`src/design/tsva_pkg.sv`:
```
package tsva_pkg;

  localparam int unsigned RtpHeaderBytes   = 12;
  localparam int unsigned TsPacketBytes    = 188;
  localparam int unsigned MaxTsPerDatagram = 7;
  localparam int unsigned PesHeadBytes     = 14;
  localparam int unsigned PtsPesOffset     = 9;
  localparam int unsigned MsDivisor        = 90;

  localparam int unsigned PosW    = 11;
  localparam int unsigned PidW    = 13;
  localparam int unsigned SumW    = 11;
  localparam int unsigned CcW     = 4;
  localparam int unsigned PtsRawW = 40;
  localparam int unsigned PtsHzW  = 33;
  localparam int unsigned MsW     = 27;
  localparam int unsigned ChainW  = 16;

  localparam logic [PidW-1:0] VideoPidReset = 13'h1011;

  typedef enum logic [1:0] {
    ActDiscard     = 2'd0,
    ActAppend      = 2'd1,
    ActCloseAppend = 2'd2,
    ActDrop        = 2'd3
  } action_e;

  typedef struct packed {
    action_e           action;
    logic [SumW-1:0]   video_bytes;
    logic [CcW-1:0]    cc_first;
    logic [CcW-1:0]    cc_last;
    logic              start_found;
    logic              length_error;
  } res_info_t;

  typedef struct packed {
    res_info_t         info;
    logic [PtsHzW-1:0] closed_hz;
  } slice_res_t;

endpackage

```
`src/design/ts_video_slice_assembler.sv`:
```
// channel | handshake               | payload
// cfg     | cfg_valid_i/cfg_ready_o | cfg_video_pid_i
// in      | in_valid_i/in_ready_o   | data_byte_i, last_byte_i
// out     | out_valid_o/out_ready_i | action_o, closed_pts_ms_o, video_bytes_o,
//         |                         | cc_first_o, cc_last_o, start_found_o, length_error_o
// one byte per cycle while no last byte waits; a byte is parsed the cycle after its transfer
// the result for a datagram is formed when its last byte leaves the parse register; three result
// stages behind the parse register do the divide by 90 as a halving and a reciprocal multiply
// the result stages are elastic; bytes keep flowing until a last byte finds all three full
// reset is asynchronous, active low; no clearing pass is needed
module ts_video_slice_assembler (
  input  logic        clk_i,
  input  logic        rst_ni,
  input  logic        cfg_valid_i,
  output logic        cfg_ready_o,
  input  logic [12:0] cfg_video_pid_i,
  input  logic        in_valid_i,
  output logic        in_ready_o,
  input  logic [7:0]  data_byte_i,
  input  logic        last_byte_i,
  output logic        out_valid_o,
  input  logic        out_ready_i,
  output logic [1:0]  action_o,
  output logic [26:0] closed_pts_ms_o,
  output logic [10:0] video_bytes_o,
  output logic [3:0]  cc_first_o,
  output logic [3:0]  cc_last_o,
  output logic        start_found_o,
  output logic        length_error_o
);

  logic                 res_valid, res_ready;
  tsva_pkg::slice_res_t res;
  tsva_pkg::res_info_t  info;

  assign cfg_ready_o = 1'b1;

  tsva_parser u_parser (
    .clk_i,
    .rst_ni,
    .cfg_valid_i,
    .cfg_video_pid_i,
    .in_valid_i,
    .in_ready_o,
    .data_byte_i,
    .last_byte_i,
    .res_valid_o (res_valid),
    .res_ready_i (res_ready),
    .res_o       (res)
  );

  tsva_div_pipe u_div_pipe (
    .clk_i,
    .rst_ni,
    .res_valid_i (res_valid),
    .res_ready_o (res_ready),
    .res_i       (res),
    .out_valid_o,
    .out_ready_i,
    .info_o      (info),
    .closed_ms_o (closed_pts_ms_o)
  );

  assign action_o       = info.action;
  assign video_bytes_o  = info.video_bytes;
  assign cc_first_o     = info.cc_first;
  assign cc_last_o      = info.cc_last;
  assign start_found_o  = info.start_found;
  assign length_error_o = info.length_error;

endmodule

```
`src/design/tsva_parser.sv`:
```
module tsva_parser (
  input  logic                          clk_i,
  input  logic                          rst_ni,
  input  logic                          cfg_valid_i,
  input  logic [tsva_pkg::PidW-1:0]     cfg_video_pid_i,
  input  logic                          in_valid_i,
  output logic                          in_ready_o,
  input  logic [7:0]                    data_byte_i,
  input  logic                          last_byte_i,
  output logic                          res_valid_o,
  input  logic                          res_ready_i,
  output tsva_pkg::slice_res_t          res_o
);

  localparam int unsigned BodyEnd =
    tsva_pkg::RtpHeaderBytes + tsva_pkg::MaxTsPerDatagram * tsva_pkg::TsPacketBytes;
  localparam logic [tsva_pkg::PosW-1:0] PosMax = {tsva_pkg::PosW{1'b1}};
  localparam logic [7:0] TsLastPos   = 8'(tsva_pkg::TsPacketBytes - 1);
  localparam logic [7:0] AdaptMax    = 8'(tsva_pkg::TsPacketBytes - 5);
  localparam logic [tsva_pkg::SumW-1:0] StartBytes =
    tsva_pkg::SumW'(tsva_pkg::TsPacketBytes - 4 - tsva_pkg::PesHeadBytes);
  localparam logic [tsva_pkg::SumW-1:0] PlainBytes =
    tsva_pkg::SumW'(tsva_pkg::TsPacketBytes - 4);
  localparam logic [9:0] PtsBase0    = 10'(4 + tsva_pkg::PtsPesOffset);

  logic [tsva_pkg::PidW-1:0]    video_pid_q;
  logic                         in_valid_q, in_last_q;
  logic [7:0]                   in_byte_q;
  logic                         fire;

  logic [tsva_pkg::PosW-1:0]    dpos_q, dpos_d;
  logic [7:0]                   ts_pos_q, ts_pos_d;
  logic [31:0]                  ts_header_q, ts_header_d;
  logic [7:0]                   adapt_len_q, adapt_len_d;
  logic [tsva_pkg::PtsRawW-1:0] pts_q, pts_d;
  logic                         start_seen_q, start_seen_d;
  logic [tsva_pkg::SumW-1:0]    byte_sum_q, byte_sum_d;
  logic [tsva_pkg::CcW-1:0]     first_cc_q, first_cc_d;
  logic [tsva_pkg::CcW-1:0]     recent_cc_q, recent_cc_d;
  logic                         video_seen_q, video_seen_d;
  logic                         capturing_q, capturing_d;

  logic                         waiting_q, waiting_d;
  logic [tsva_pkg::ChainW-1:0]  chain_len_q, chain_len_d;
  logic [tsva_pkg::CcW-1:0]     stored_cc_q, stored_cc_d;
  logic [tsva_pkg::PtsHzW-1:0]  slice_hz_q, slice_hz_d;

  logic                         in_body;
  logic [tsva_pkg::PidW-1:0]    pid;
  logic                         pusi, video;
  logic [1:0]                   afc;
  logic [tsva_pkg::CcW-1:0]     cc;
  logic [8:0]                   af_len;
  logic [9:0]                   pts_base, tpos;
  logic [2:0]                   pts_off;
  logic [tsva_pkg::PtsHzW-1:0]  hz;
  logic                         len_ok;
  tsva_pkg::action_e            action;
  logic [tsva_pkg::PtsHzW-1:0]  closed_hz;

  assign fire        = in_valid_q && (!in_last_q || res_ready_i);
  assign in_ready_o  = !in_valid_q || fire;
  assign res_valid_o = in_valid_q && in_last_q;

  // per-byte parse
  always_comb begin
    dpos_d       = (dpos_q == PosMax) ? dpos_q : dpos_q + 1'b1;
    ts_pos_d     = ts_pos_q;
    ts_header_d  = ts_header_q;
    adapt_len_d  = adapt_len_q;
    pts_d        = pts_q;
    start_seen_d = start_seen_q;
    byte_sum_d   = byte_sum_q;
    first_cc_d   = first_cc_q;
    recent_cc_d  = recent_cc_q;
    video_seen_d = video_seen_q;
    capturing_d  = capturing_q;
    pts_off      = 3'd0;

    in_body = (dpos_q >= tsva_pkg::PosW'(tsva_pkg::RtpHeaderBytes)) &&
              (dpos_q < tsva_pkg::PosW'(BodyEnd));

    if (in_body && ts_pos_q < 8'd4) begin
      ts_header_d = {ts_header_q[23:0], in_byte_q};
    end
    pid   = ts_header_d[20:8];
    pusi  = ts_header_d[22];
    afc   = ts_header_d[5:4];
    cc    = ts_header_d[3:0];
    video = (pid == video_pid_q);

    if (in_body && ts_pos_q == 8'd4) begin
      adapt_len_d = in_byte_q;
    end
    af_len   = afc[1] ? 9'(adapt_len_d) + 9'd1 : 9'd0;
    pts_base = PtsBase0 + 10'(af_len);
    tpos     = 10'(ts_pos_q);

    if (in_body) begin
      if (ts_pos_q == 8'd3 && video) begin
        if (!video_seen_q) begin
          first_cc_d = cc;
        end
        recent_cc_d  = cc;
        video_seen_d = 1'b1;
        if (pusi) begin
          byte_sum_d = byte_sum_q + StartBytes;
          if (!start_seen_q) begin
            start_seen_d = 1'b1;
            capturing_d  = 1'b1;
            pts_d        = '0;
          end
        end else if (afc == 2'b01) begin
          byte_sum_d = byte_sum_q + PlainBytes;
        end
      end
      if (ts_pos_q == 8'd4 && video && !pusi && afc == 2'b11 && in_byte_q <= AdaptMax) begin
        byte_sum_d = byte_sum_q + tsva_pkg::SumW'(AdaptMax - in_byte_q);
      end
      if (capturing_q && ts_pos_q >= 8'd4 && tpos >= pts_base && tpos < pts_base + 10'd5) begin
        pts_off = 3'(tpos - pts_base);
        case (pts_off)
          3'd0:    pts_d[39:32] = pts_d[39:32] | in_byte_q;
          3'd1:    pts_d[31:24] = pts_d[31:24] | in_byte_q;
          3'd2:    pts_d[23:16] = pts_d[23:16] | in_byte_q;
          3'd3:    pts_d[15:8]  = pts_d[15:8]  | in_byte_q;
          default: pts_d[7:0]   = pts_d[7:0]   | in_byte_q;
        endcase
      end
      if (ts_pos_q >= TsLastPos) begin
        ts_pos_d    = 8'd0;
        capturing_d = 1'b0;
      end else begin
        ts_pos_d = ts_pos_q + 8'd1;
      end
    end
  end

  // end of datagram: length check and chain decision
  always_comb begin
    hz = {pts_d[35:33], pts_d[31:17], pts_d[15:1]};

    len_ok = 1'b0;
    for (int k = 1; k <= int'(tsva_pkg::MaxTsPerDatagram); k++) begin
      if (dpos_d == tsva_pkg::PosW'(tsva_pkg::RtpHeaderBytes + k * tsva_pkg::TsPacketBytes)) begin
        len_ok = 1'b1;
      end
    end

    waiting_d   = waiting_q;
    chain_len_d = chain_len_q;
    stored_cc_d = stored_cc_q;
    slice_hz_d  = slice_hz_q;
    action      = tsva_pkg::ActAppend;
    closed_hz   = '0;

    if (waiting_q && !start_seen_d) begin
      action = tsva_pkg::ActDiscard;
    end else begin
      waiting_d = 1'b0;
      if (start_seen_d) begin
        if (chain_len_q != '0) begin
          closed_hz   = slice_hz_q;
          action      = tsva_pkg::ActCloseAppend;
          chain_len_d = '0;
        end
        slice_hz_d = hz;
      end
      if (chain_len_d == '0) begin
        if (video_seen_d) begin
          stored_cc_d = recent_cc_d;
        end
      end else if (!video_seen_d || (stored_cc_q + 1'b1) == first_cc_d) begin
        if (video_seen_d) begin
          stored_cc_d = recent_cc_d;
        end
      end else begin
        action      = tsva_pkg::ActDrop;
        waiting_d   = 1'b1;
        chain_len_d = '0;
      end
      if (action != tsva_pkg::ActDrop && chain_len_d != {tsva_pkg::ChainW{1'b1}}) begin
        chain_len_d = chain_len_d + 1'b1;
      end
    end

    if (len_ok) begin
      res_o.info.action       = action;
      res_o.info.video_bytes  = byte_sum_d;
      res_o.info.cc_first     = video_seen_d ? first_cc_d : '0;
      res_o.info.cc_last      = video_seen_d ? recent_cc_d : '0;
      res_o.info.start_found  = start_seen_d;
      res_o.info.length_error = 1'b0;
      res_o.closed_hz         = closed_hz;
    end else begin
      res_o.info.action       = tsva_pkg::ActDiscard;
      res_o.info.video_bytes  = '0;
      res_o.info.cc_first     = '0;
      res_o.info.cc_last      = '0;
      res_o.info.start_found  = 1'b0;
      res_o.info.length_error = 1'b1;
      res_o.closed_hz         = '0;
    end
  end

  always_ff @(posedge clk_i or negedge rst_ni) begin
    if (!rst_ni) begin
      video_pid_q <= tsva_pkg::VideoPidReset;
    end else if (cfg_valid_i) begin
      video_pid_q <= cfg_video_pid_i;
    end
  end

  always_ff @(posedge clk_i or negedge rst_ni) begin
    if (!rst_ni) begin
      in_valid_q <= 1'b0;
    end else if (in_ready_o) begin
      in_valid_q <= in_valid_i;
    end
  end

  always_ff @(posedge clk_i) begin
    if (in_ready_o && in_valid_i) begin
      in_byte_q <= data_byte_i;
      in_last_q <= last_byte_i;
    end
  end

  always_ff @(posedge clk_i or negedge rst_ni) begin
    if (!rst_ni) begin
      dpos_q       <= '0;
      ts_pos_q     <= '0;
      ts_header_q  <= '0;
      adapt_len_q  <= '0;
      pts_q        <= '0;
      start_seen_q <= 1'b0;
      byte_sum_q   <= '0;
      first_cc_q   <= '0;
      recent_cc_q  <= '0;
      video_seen_q <= 1'b0;
      capturing_q  <= 1'b0;
    end else if (fire) begin
      if (in_last_q) begin
        dpos_q       <= '0;
        ts_pos_q     <= '0;
        ts_header_q  <= '0;
        adapt_len_q  <= '0;
        pts_q        <= '0;
        start_seen_q <= 1'b0;
        byte_sum_q   <= '0;
        first_cc_q   <= '0;
        recent_cc_q  <= '0;
        video_seen_q <= 1'b0;
        capturing_q  <= 1'b0;
      end else begin
        dpos_q       <= dpos_d;
        ts_pos_q     <= ts_pos_d;
        ts_header_q  <= ts_header_d;
        adapt_len_q  <= adapt_len_d;
        pts_q        <= pts_d;
        start_seen_q <= start_seen_d;
        byte_sum_q   <= byte_sum_d;
        first_cc_q   <= first_cc_d;
        recent_cc_q  <= recent_cc_d;
        video_seen_q <= video_seen_d;
        capturing_q  <= capturing_d;
      end
    end
  end

  always_ff @(posedge clk_i or negedge rst_ni) begin
    if (!rst_ni) begin
      waiting_q   <= 1'b1;
      chain_len_q <= '0;
      stored_cc_q <= '0;
      slice_hz_q  <= '0;
    end else if (fire && in_last_q && len_ok) begin
      waiting_q   <= waiting_d;
      chain_len_q <= chain_len_d;
      stored_cc_q <= stored_cc_d;
      slice_hz_q  <= slice_hz_d;
    end
  end

endmodule

```
`src/design/tsva_div_pipe.sv`:
```
module tsva_div_pipe (
  input  logic                      clk_i,
  input  logic                      rst_ni,
  input  logic                      res_valid_i,
  output logic                      res_ready_o,
  input  tsva_pkg::slice_res_t      res_i,
  output logic                      out_valid_o,
  input  logic                      out_ready_i,
  output tsva_pkg::res_info_t       info_o,
  output logic [tsva_pkg::MsW-1:0]  closed_ms_o
);

  // divide by 90: halve, then multiply by ceil(2^38 / 45) and drop 38 bits
  localparam logic [30:0] RecipLo    = 31'd1813430637;
  localparam int unsigned RecipShift = 38;

  logic                     head_valid_q, prod_valid_q, ms_valid_q;
  logic                     head_ready, prod_ready, ms_ready;
  tsva_pkg::res_info_t      head_info_q, prod_info_q, ms_info_q;
  logic [31:0]              head_half_q, prod_half_q;
  logic [46:0]              prod_lo_q, prod_hi_q;
  logic [64:0]              sum;
  logic [tsva_pkg::MsW-1:0] ms_q;

  assign ms_ready   = !ms_valid_q || out_ready_i;
  assign prod_ready = !prod_valid_q || ms_ready;
  assign head_ready = !head_valid_q || prod_ready;

  assign sum = 65'(prod_lo_q) + {2'b0, prod_hi_q, 16'b0} + {1'b0, prod_half_q, 32'b0};

  always_ff @(posedge clk_i or negedge rst_ni) begin
    if (!rst_ni) begin
      head_valid_q <= 1'b0;
      prod_valid_q <= 1'b0;
      ms_valid_q   <= 1'b0;
    end else begin
      if (head_ready) begin
        head_valid_q <= res_valid_i;
      end
      if (prod_ready) begin
        prod_valid_q <= head_valid_q;
      end
      if (ms_ready) begin
        ms_valid_q <= prod_valid_q;
      end
    end
  end

  always_ff @(posedge clk_i) begin
    if (head_ready && res_valid_i) begin
      head_info_q <= res_i.info;
      head_half_q <= res_i.closed_hz[tsva_pkg::PtsHzW-1:1];
    end
    if (prod_ready && head_valid_q) begin
      prod_info_q <= head_info_q;
      prod_half_q <= head_half_q;
      prod_lo_q   <= 47'(head_half_q[15:0]) * 47'(RecipLo);
      prod_hi_q   <= 47'(head_half_q[31:16]) * 47'(RecipLo);
    end
    if (ms_ready && prod_valid_q) begin
      ms_info_q <= prod_info_q;
      ms_q      <= sum[RecipShift +: tsva_pkg::MsW];
    end
  end

  assign res_ready_o = head_ready;
  assign out_valid_o = ms_valid_q;
  assign info_o      = ms_info_q;
  assign closed_ms_o = ms_q;

endmodule

```
`config.mk`:
```
export PLATFORM = sky130hd
export DESIGN_NAME = ts_video_slice_assembler
export DESIGN_NICKNAME = d
export VERILOG_FILES = /design/src/design/tsva_pkg.sv /design/src/design/ts_video_slice_assembler.sv /design/src/design/tsva_parser.sv /design/src/design/tsva_div_pipe.sv
export SDC_FILE = /design/constraint.sdc
export NUM_CORES = 2
export LEC_CHECK = 0
export BUFFER_PORTS_ARGS = -buffer_cell sky130_fd_sc_hd__buf_2
export CORE_ASPECT_RATIO = 1.75
export CORE_MARGIN = 2
export CORE_UTILIZATION = 45
export DETAILED_ROUTE_END_ITERATION = 8
export PLACE_DENSITY_LB_ADDON = 0.05
export SYNTH_ARGS = -nofsm -noshare
export SYNTH_HDL_FRONTEND = slang
export SYNTH_SLANG_ARGS = --single-unit
```
`constraint.sdc`:
```
create_clock -name clk_i -period 6.1 [get_ports clk_i]
set_input_delay 0.305 -clock clk_i [delete_from_list [all_inputs] [get_ports clk_i]]
set_output_delay 0.305 -clock clk_i [all_outputs]
set_load 0.05 [all_outputs]
```
# [After elaboration in Yosys (flattened, before gate mapping)]
# Index checks and enable logic that the tools add are counted.
[totals] ff_bits=445 input_bits=27 output_inout_bits=53 word_cells=229
[op_classes] reduce_logical=53 addsub=14 n_bitwise=9 n_lt_le_gt_ge=8 mux=76 n_mul=2 eq_ne=20
[ops] operator="two-way mux 40 bit" n=7
[ops] operator="two-way mux 16 bit" n=7
[ops] operator="two-way mux 33 bit" n=3
[ops] operator="multiplier 16 x 31 -> 47 bit (second input constant)" n=2
[ops] operator="two-way mux 11 bit" n=8
[ops] operator="two-way mux 8 bit" n=10
[ops] operator="adder 65 x 64 -> 65 bit" n=1
[ops] operator="adder 47 x 63 -> 64 bit" n=1
[ops] operator="two-way mux 23 bit" n=2
[ops] operator="two-way mux 4 bit" n=10
[ops] operator="bitwise OR 8 bit" n=5
[ops] operator="two-way mux 34 bit" n=1
[ops] operator="equality test 11 x 10 -> 1 bit (second input constant)" n=3
[ops] operator="equality test 11 bit (second input constant)" n=3
[ops] operator="adder 11 x 8 -> 11 bit (second input constant)" n=2
[ops] operator="two-way mux 1 bit" n=22
[ops] operator="logical AND 1 bit" n=21
[ops] operator="adder 16 x 1 -> 16 bit (second input constant)" n=1
[ops] operator="zero test 16 bit" n=1
[ops] operator="inequality test 16 bit (second input constant)" n=1
[ops] operator="nonzero test 16 bit" n=1
[ops] operator="equality test 13 bit" n=1
[ops] operator="adder 11 x 1 -> 11 bit (second input constant)" n=1
[ops] operator="adder 11 bit" n=1
[ops] operator="other kinds (39)" n=67

# [Longest topological paths before layout]
[depth] ltp_word=17 ltp_mapped=26

# [Hierarchy]
# A second synthesis with hierarchy kept.
[unflattened] hier_cells=3461 hier_area_um2=35183.7
[by_module_without_submodules] module="tsva_div_pipe" cells_each=2020 area_per_inst_um2=23222.3 instances=1 seq_area_each_um2=7161.9
[by_module_without_submodules] module="tsva_parser" cells_each=1439 area_per_inst_um2=11950.2 instances=1 seq_area_each_um2=4579.4
[by_module_without_submodules] module="ts_video_slice_assembler" cells_each=2 area_per_inst_um2=11.3 instances=1 seq_area_each_um2=0.0

# [Least setup slack after synthesis]
# Ideal clock, no wire load.
[synth_timing] path_kind="reg-to-reg" start="register u_div_pipe.head_half_q[30]" end="register u_div_pipe.prod_hi_q[44] (data pin)" arrival_time_ps=6240 setup_slack_ps=-406 stages_incl_launch_ff=23 cell_sequence="edfxtp_1 -> ha_1 -> inv_1 -> fa_1 -> inv_1 -> fa_1 -> fa_1 -> inv_1 -> fa_1 -> inv_1 -> fa_1 -> ha_1 -> o21ai_0 -> a21oi_1 -> a221o_1 -> a2111oi_0 -> a21oi_1 -> a311o_1 -> a31oi_1 -> o21ai_0 -> a21o_1 -> o41ai_1 -> xnor2_1"
[synth_via] elab_chain_cells=1
[synth_lines] item="start, declared" line="tsva_div_pipe.sv:20" rtl="logic [31:0] head_half_q, prod_half_q;"
[synth_lines] item="start signal, assigned" line="tsva_div_pipe.sv:52" rtl="head_half_q <= res_i.closed_hz[tsva_pkg::PtsHzW-1:1];"
[synth_lines] item="multiplier 16 x 31 -> 47 bit" line="tsva_div_pipe.sv:58" rtl="prod_hi_q <= 47'(head_half_q[31:16]) * 47'(RecipLo);"
[synth_lines] item="end signal, assigned" line="tsva_div_pipe.sv:58"
[synth_lines] item="end, declared" line="tsva_div_pipe.sv:21" rtl="logic [46:0] prod_lo_q, prod_hi_q;"
# No other way between the ends.
# A chain may end at the register's enable or synchronous reset.

# [Worst setup path after layout]
[layout_timing] start="register u_div_pipe.head_half_q[25]" end="register u_div_pipe.prod_hi_q[44] (data pin)"
# Same word-level chain as after synthesis.

==> qor.csv <==
stage;metric;value;unit
status;status;complete, but fails checks;
status;violations;negative setup slack;
critical_path;end_kind;flop;
yosys;synth_compound_area_share;12.9;%
yosys;yosysMostFrequentCell;ha_1;
drt;dr.pass1.iters;5;
placed_design;place_ws;-0.540;ns
yosys;async_reset_ff_share;41.4;%
layout;drive_above_1_share;19.2;%
critical_path;reg2reg_depth;20;
grt;grt_pass1_wl;152000;µm
yosys;synthTopCellsByCount;ha_1 (428), inv_1 (380), fa_1 (251), edfxtp_1 (245), nand2_1 (181);
critical_path;startpoint_type;flop;
critical_path;cp.required;6.44;ns
layout;fillCellCount;6617;
yosys;synth_edf_count;245;
yosys;synthXorXnorAreaFrac;4.46;%
clock_tree;clk-insertion-delay-late;0.64;ns
drt;initialDrtViolationCount;1094;
timing;worst_pin_slew;1.18;ns
critical_path;r2r-start;u_div_pipe.head_half_q[25];
drt;post_drt_wl_per_cell;21.5;µm
yosys;synthDistinctLibCells;95;
critical_path;crit_end;u_div_pipe.prod_hi_q[44];
timing;fin_crit;6.35;ns
yosys;syn-instance-count;3123;
placed_design;hpwl;79000;µm
placed_design;dpl.cell_count;4383;
clock_tree;cts_max_level;2;
clock_tree;clock-sinks;418;
layout;insertedDiodeCount;0;
critical_path;r2r-end;u_div_pipe.prod_hi_q[44];
clock_tree;clk_path_buf_depth;3;
grt;grtUsageTotal;26.0;%
yosys;yosysSeqAreaShare;34.8;%
die;fp.dieW;210;µm
yosys;synth_adder_area_share;30.9;%
timing;tns;-1.65;ns
min_path;hp-class;input port to flop;
timing;hold_viol_final;0;
drt;drc;0;
layout;fin_nets;4262;
clock_tree;cts_buffers;44;
yosys;ys_ff_latch;418;
yosys;yosys.area_share.simple;10.9;%
timing;relSlewSlack;20.6;%
yosys;synth_top_family_by_area;adder cells;
yosys;synthFlopType;edfxtp_1;
timing;fin_crit_sh;104;%
yosys;syn_area;33600;µm²
power_and_ir_drop;total_power;0.0177;W
drt;wl;97500;µm
critical_path;crit_start;u_div_pipe.head_half_q[25];
die;die_h;365;µm
drt;viasPerCell;5.49;
timing;finalSetupViolations;16;
yosys;postSynthAreaPerCell;10.7;µm²
grt;grt_max_degree;104;
layout;multiInputGateArea;21000;µm²
grt;grt_pass1_vias;27200;
grt;antenna_found_initial;1;
drt;ant_nets;0;
power_and_ir_drop;p_per_area;442;nW/µm²
yosys;synth_top_area_share;21.9;%
critical_path;crit_type;flop to flop;
yosys;ys.warnings.count;0;
placed_design;port_buffers;78;
layout;stdcell_count;4530;
grt;globalRouteOverflowTotal;0;
power_and_ir_drop;vdd_drop_max;288;µV
drt;num_vias;24900;
power_and_ir_drop;p_leak;18.4;nW
clock_tree;cts-root-buf;clkbuf_16;
layout;seqCellArea;11700;µm²
clock_tree;clk_pin_slew;0.06;ns
critical_path;critPathMaxFanout;3;
die;pin_count;80;
critical_path;r2r_setup_slack;-0.25;ns
timing;slew_viol_final;0;
yosys;synth_top_area_cell;edfxtp_1;
yosys;synth.area.top_cells;edfxtp_1 (22%), ha_1 (16%), fa_1 (15%);
die;core_area;74000;µm²
yosys;synth.mux.area_fraction;0.906;%
clock_tree;cts_tree;yes;
timing;worst_clock_skew;0.0436;ns
placed_design;place.gp.congestion;0.905;
critical_path;worstPathArrival;6.69;ns
die;rows;132;
flow_run;maxCapViolCount;0;
timing;final.setup.worst_slack;-0.249;ns
layout;area_delta_synth_final;19.5;%
yosys;syn-num-nets;3829;
timing;fmax;0.157;GHz
die;initial_core_util;45.4;%
timing;rsz0062_at_grt;yes;
die;dieArea;76900;µm²
[timing repair]
item | 4_1_cts | 5_1_grt
hold endpoints to repair | 102 | 0
setup buffers | 28 | 19
hold buffers | 25 | 0
pin swaps | 63 | 51
endpoints found under the setup margin | 27 | 87
resized for setup | 81 | 62
[routing by layer]
metal	vias up	GRT usage [%]	share of wire, %
li1	11900	-	-
met1	12400	25.8	35
met2	425	53.7	58
met3	185	2.13	2.1
met4	0	11.7	4.9
met5	-	0	0
[power by group]
group          internal [W]  switching (W)
Sequential          0.00384       0.000251
Clock               0.00153        0.00124
Combinational       0.00506        0.00580
[registers in the layout, summed over array words and instances (netlist names), 11 cells and up]
name                    flops
u_div_pipe.prod_hi_q       47
u_div_pipe.prod_lo_q       33
u_div_pipe.head_half_q     32
u_parser.pts_q             32
u_parser.slice_hz_q        32
u_div_pipe.prod_half_q     28
u_div_pipe.closed_ms_o     27
u_div_pipe.head_info_q     23
u_div_pipe.info_o          23
u_div_pipe.prod_info_q     23
u_parser.ts_header_q       22
u_parser.chain_len_q       16
u_parser.video_pid_q       13
u_parser.byte_sum_q        11
u_parser.dpos_q            11
[cell type report]
cell class              instances  share of cell area [%]
multi-input cells            2256                    52.3
flip-flops and latches        418                    29.1
repair buffers                456                    8.38
inverters                     380                    3.56
clock buffers                  56                    2.96
well taps                     938                    2.93
clock inverters                26                   0.742
[worst max-delay path: stages, from the launching register on]
cell and delay [ns]:
edfxtp_1 0.46, ha_4 0.31, inv_2 0.03, fa_1 0.48
inv_2 0.05, fa_1 0.57, fa_2 0.49, fa_1 0.58
fa_1 0.44, ha_2 0.19, or4_4 0.49, nor3_4 0.14
a211oi_2 0.11, a2111oi_2 0.32, a21oi_1 0.09, a311o_1 0.40
a31oi_2 0.23, o21ai_2 0.10, a21o_1 0.26, o41ai_4 0.24
xnor2_1 0.09
[cells in the final DEF, fill, tap and decap left out, types with 15 or more instances in the layout]
cell	synthesis	layout
dfrtp_1	169	169
nand4_1	21	21
ha_1	428	400
nand2b_1	26	26
dlygate4sd3_1	0	25
nor2b_1	28	27
and3_1	50	50
and2_1	60	58
nor2_1	161	154
nor4_1	22	18
o21ai_0	165	153
nand2_1	181	179
buf_6	1	15
a21oi_1	154	137
a21oi_2	0	16
fa_2	0	21
nor3_1	55	51
o22ai_1	21	21
a21o_1	44	43
a21boi_0	17	15
nand3_1	66	65
fa_1	251	230
a211oi_1	26	20
xnor2_1	102	99
ha_4	0	24
o21a_1	32	32
buf_4	3	338
xor2_1	69	69
clkbuf_16	0	44
inv_1	380	375
buf_2	5	77
edfxtp_1	245	245
a22o_1	29	29
[worst min path at each step]
stage	startpoint	endpoint	slack (ns)	depth (start not counted)
floorplan	rst_ni	u_div_pipe.head_valid_q	0.009	0
CTS	out_ready_i	u_div_pipe.prod_valid_q	0.04	4
detailed placement	rst_ni	u_parser.chain_len_q[7]	0.40	1
global route	out_ready_i	u_div_pipe.prod_valid_q	0.07	4
global placement	rst_ni	u_parser.chain_len_q[5]	0.40	1
finish	out_ready_i	u_div_pipe.prod_valid_q	0.07	4
[logic make-up (layout without fill, tap and decap cells)]
group | Yosys count | in the layout
adders and majority gates | 679 | 679
other | 1 | 1
and+or+nand+nor | 730 | 730
xor gates and xnor gates | 171 | 171
DFF | 418 | 418
buffers and inverters | 449 | 918
muxes | 27 | 27
AOI/OAI and AO/OA | 648 | 648
[metrics by stage]
stage | hold slack, ns | cell area [µm²] | utilization (%)
floorplan | 0.00941 | 33700 | -
global placement | 0.397 | 37400 | 50.5
detailed placement | 0.401 | 37400 | 50.5
CTS | 0.0384 | 39800 | 53.7
global route | 0.0709 | 40100 | 54.2
finish | 0.0681 | 40100 | 54.2
(Power assumes the default switching activity.)
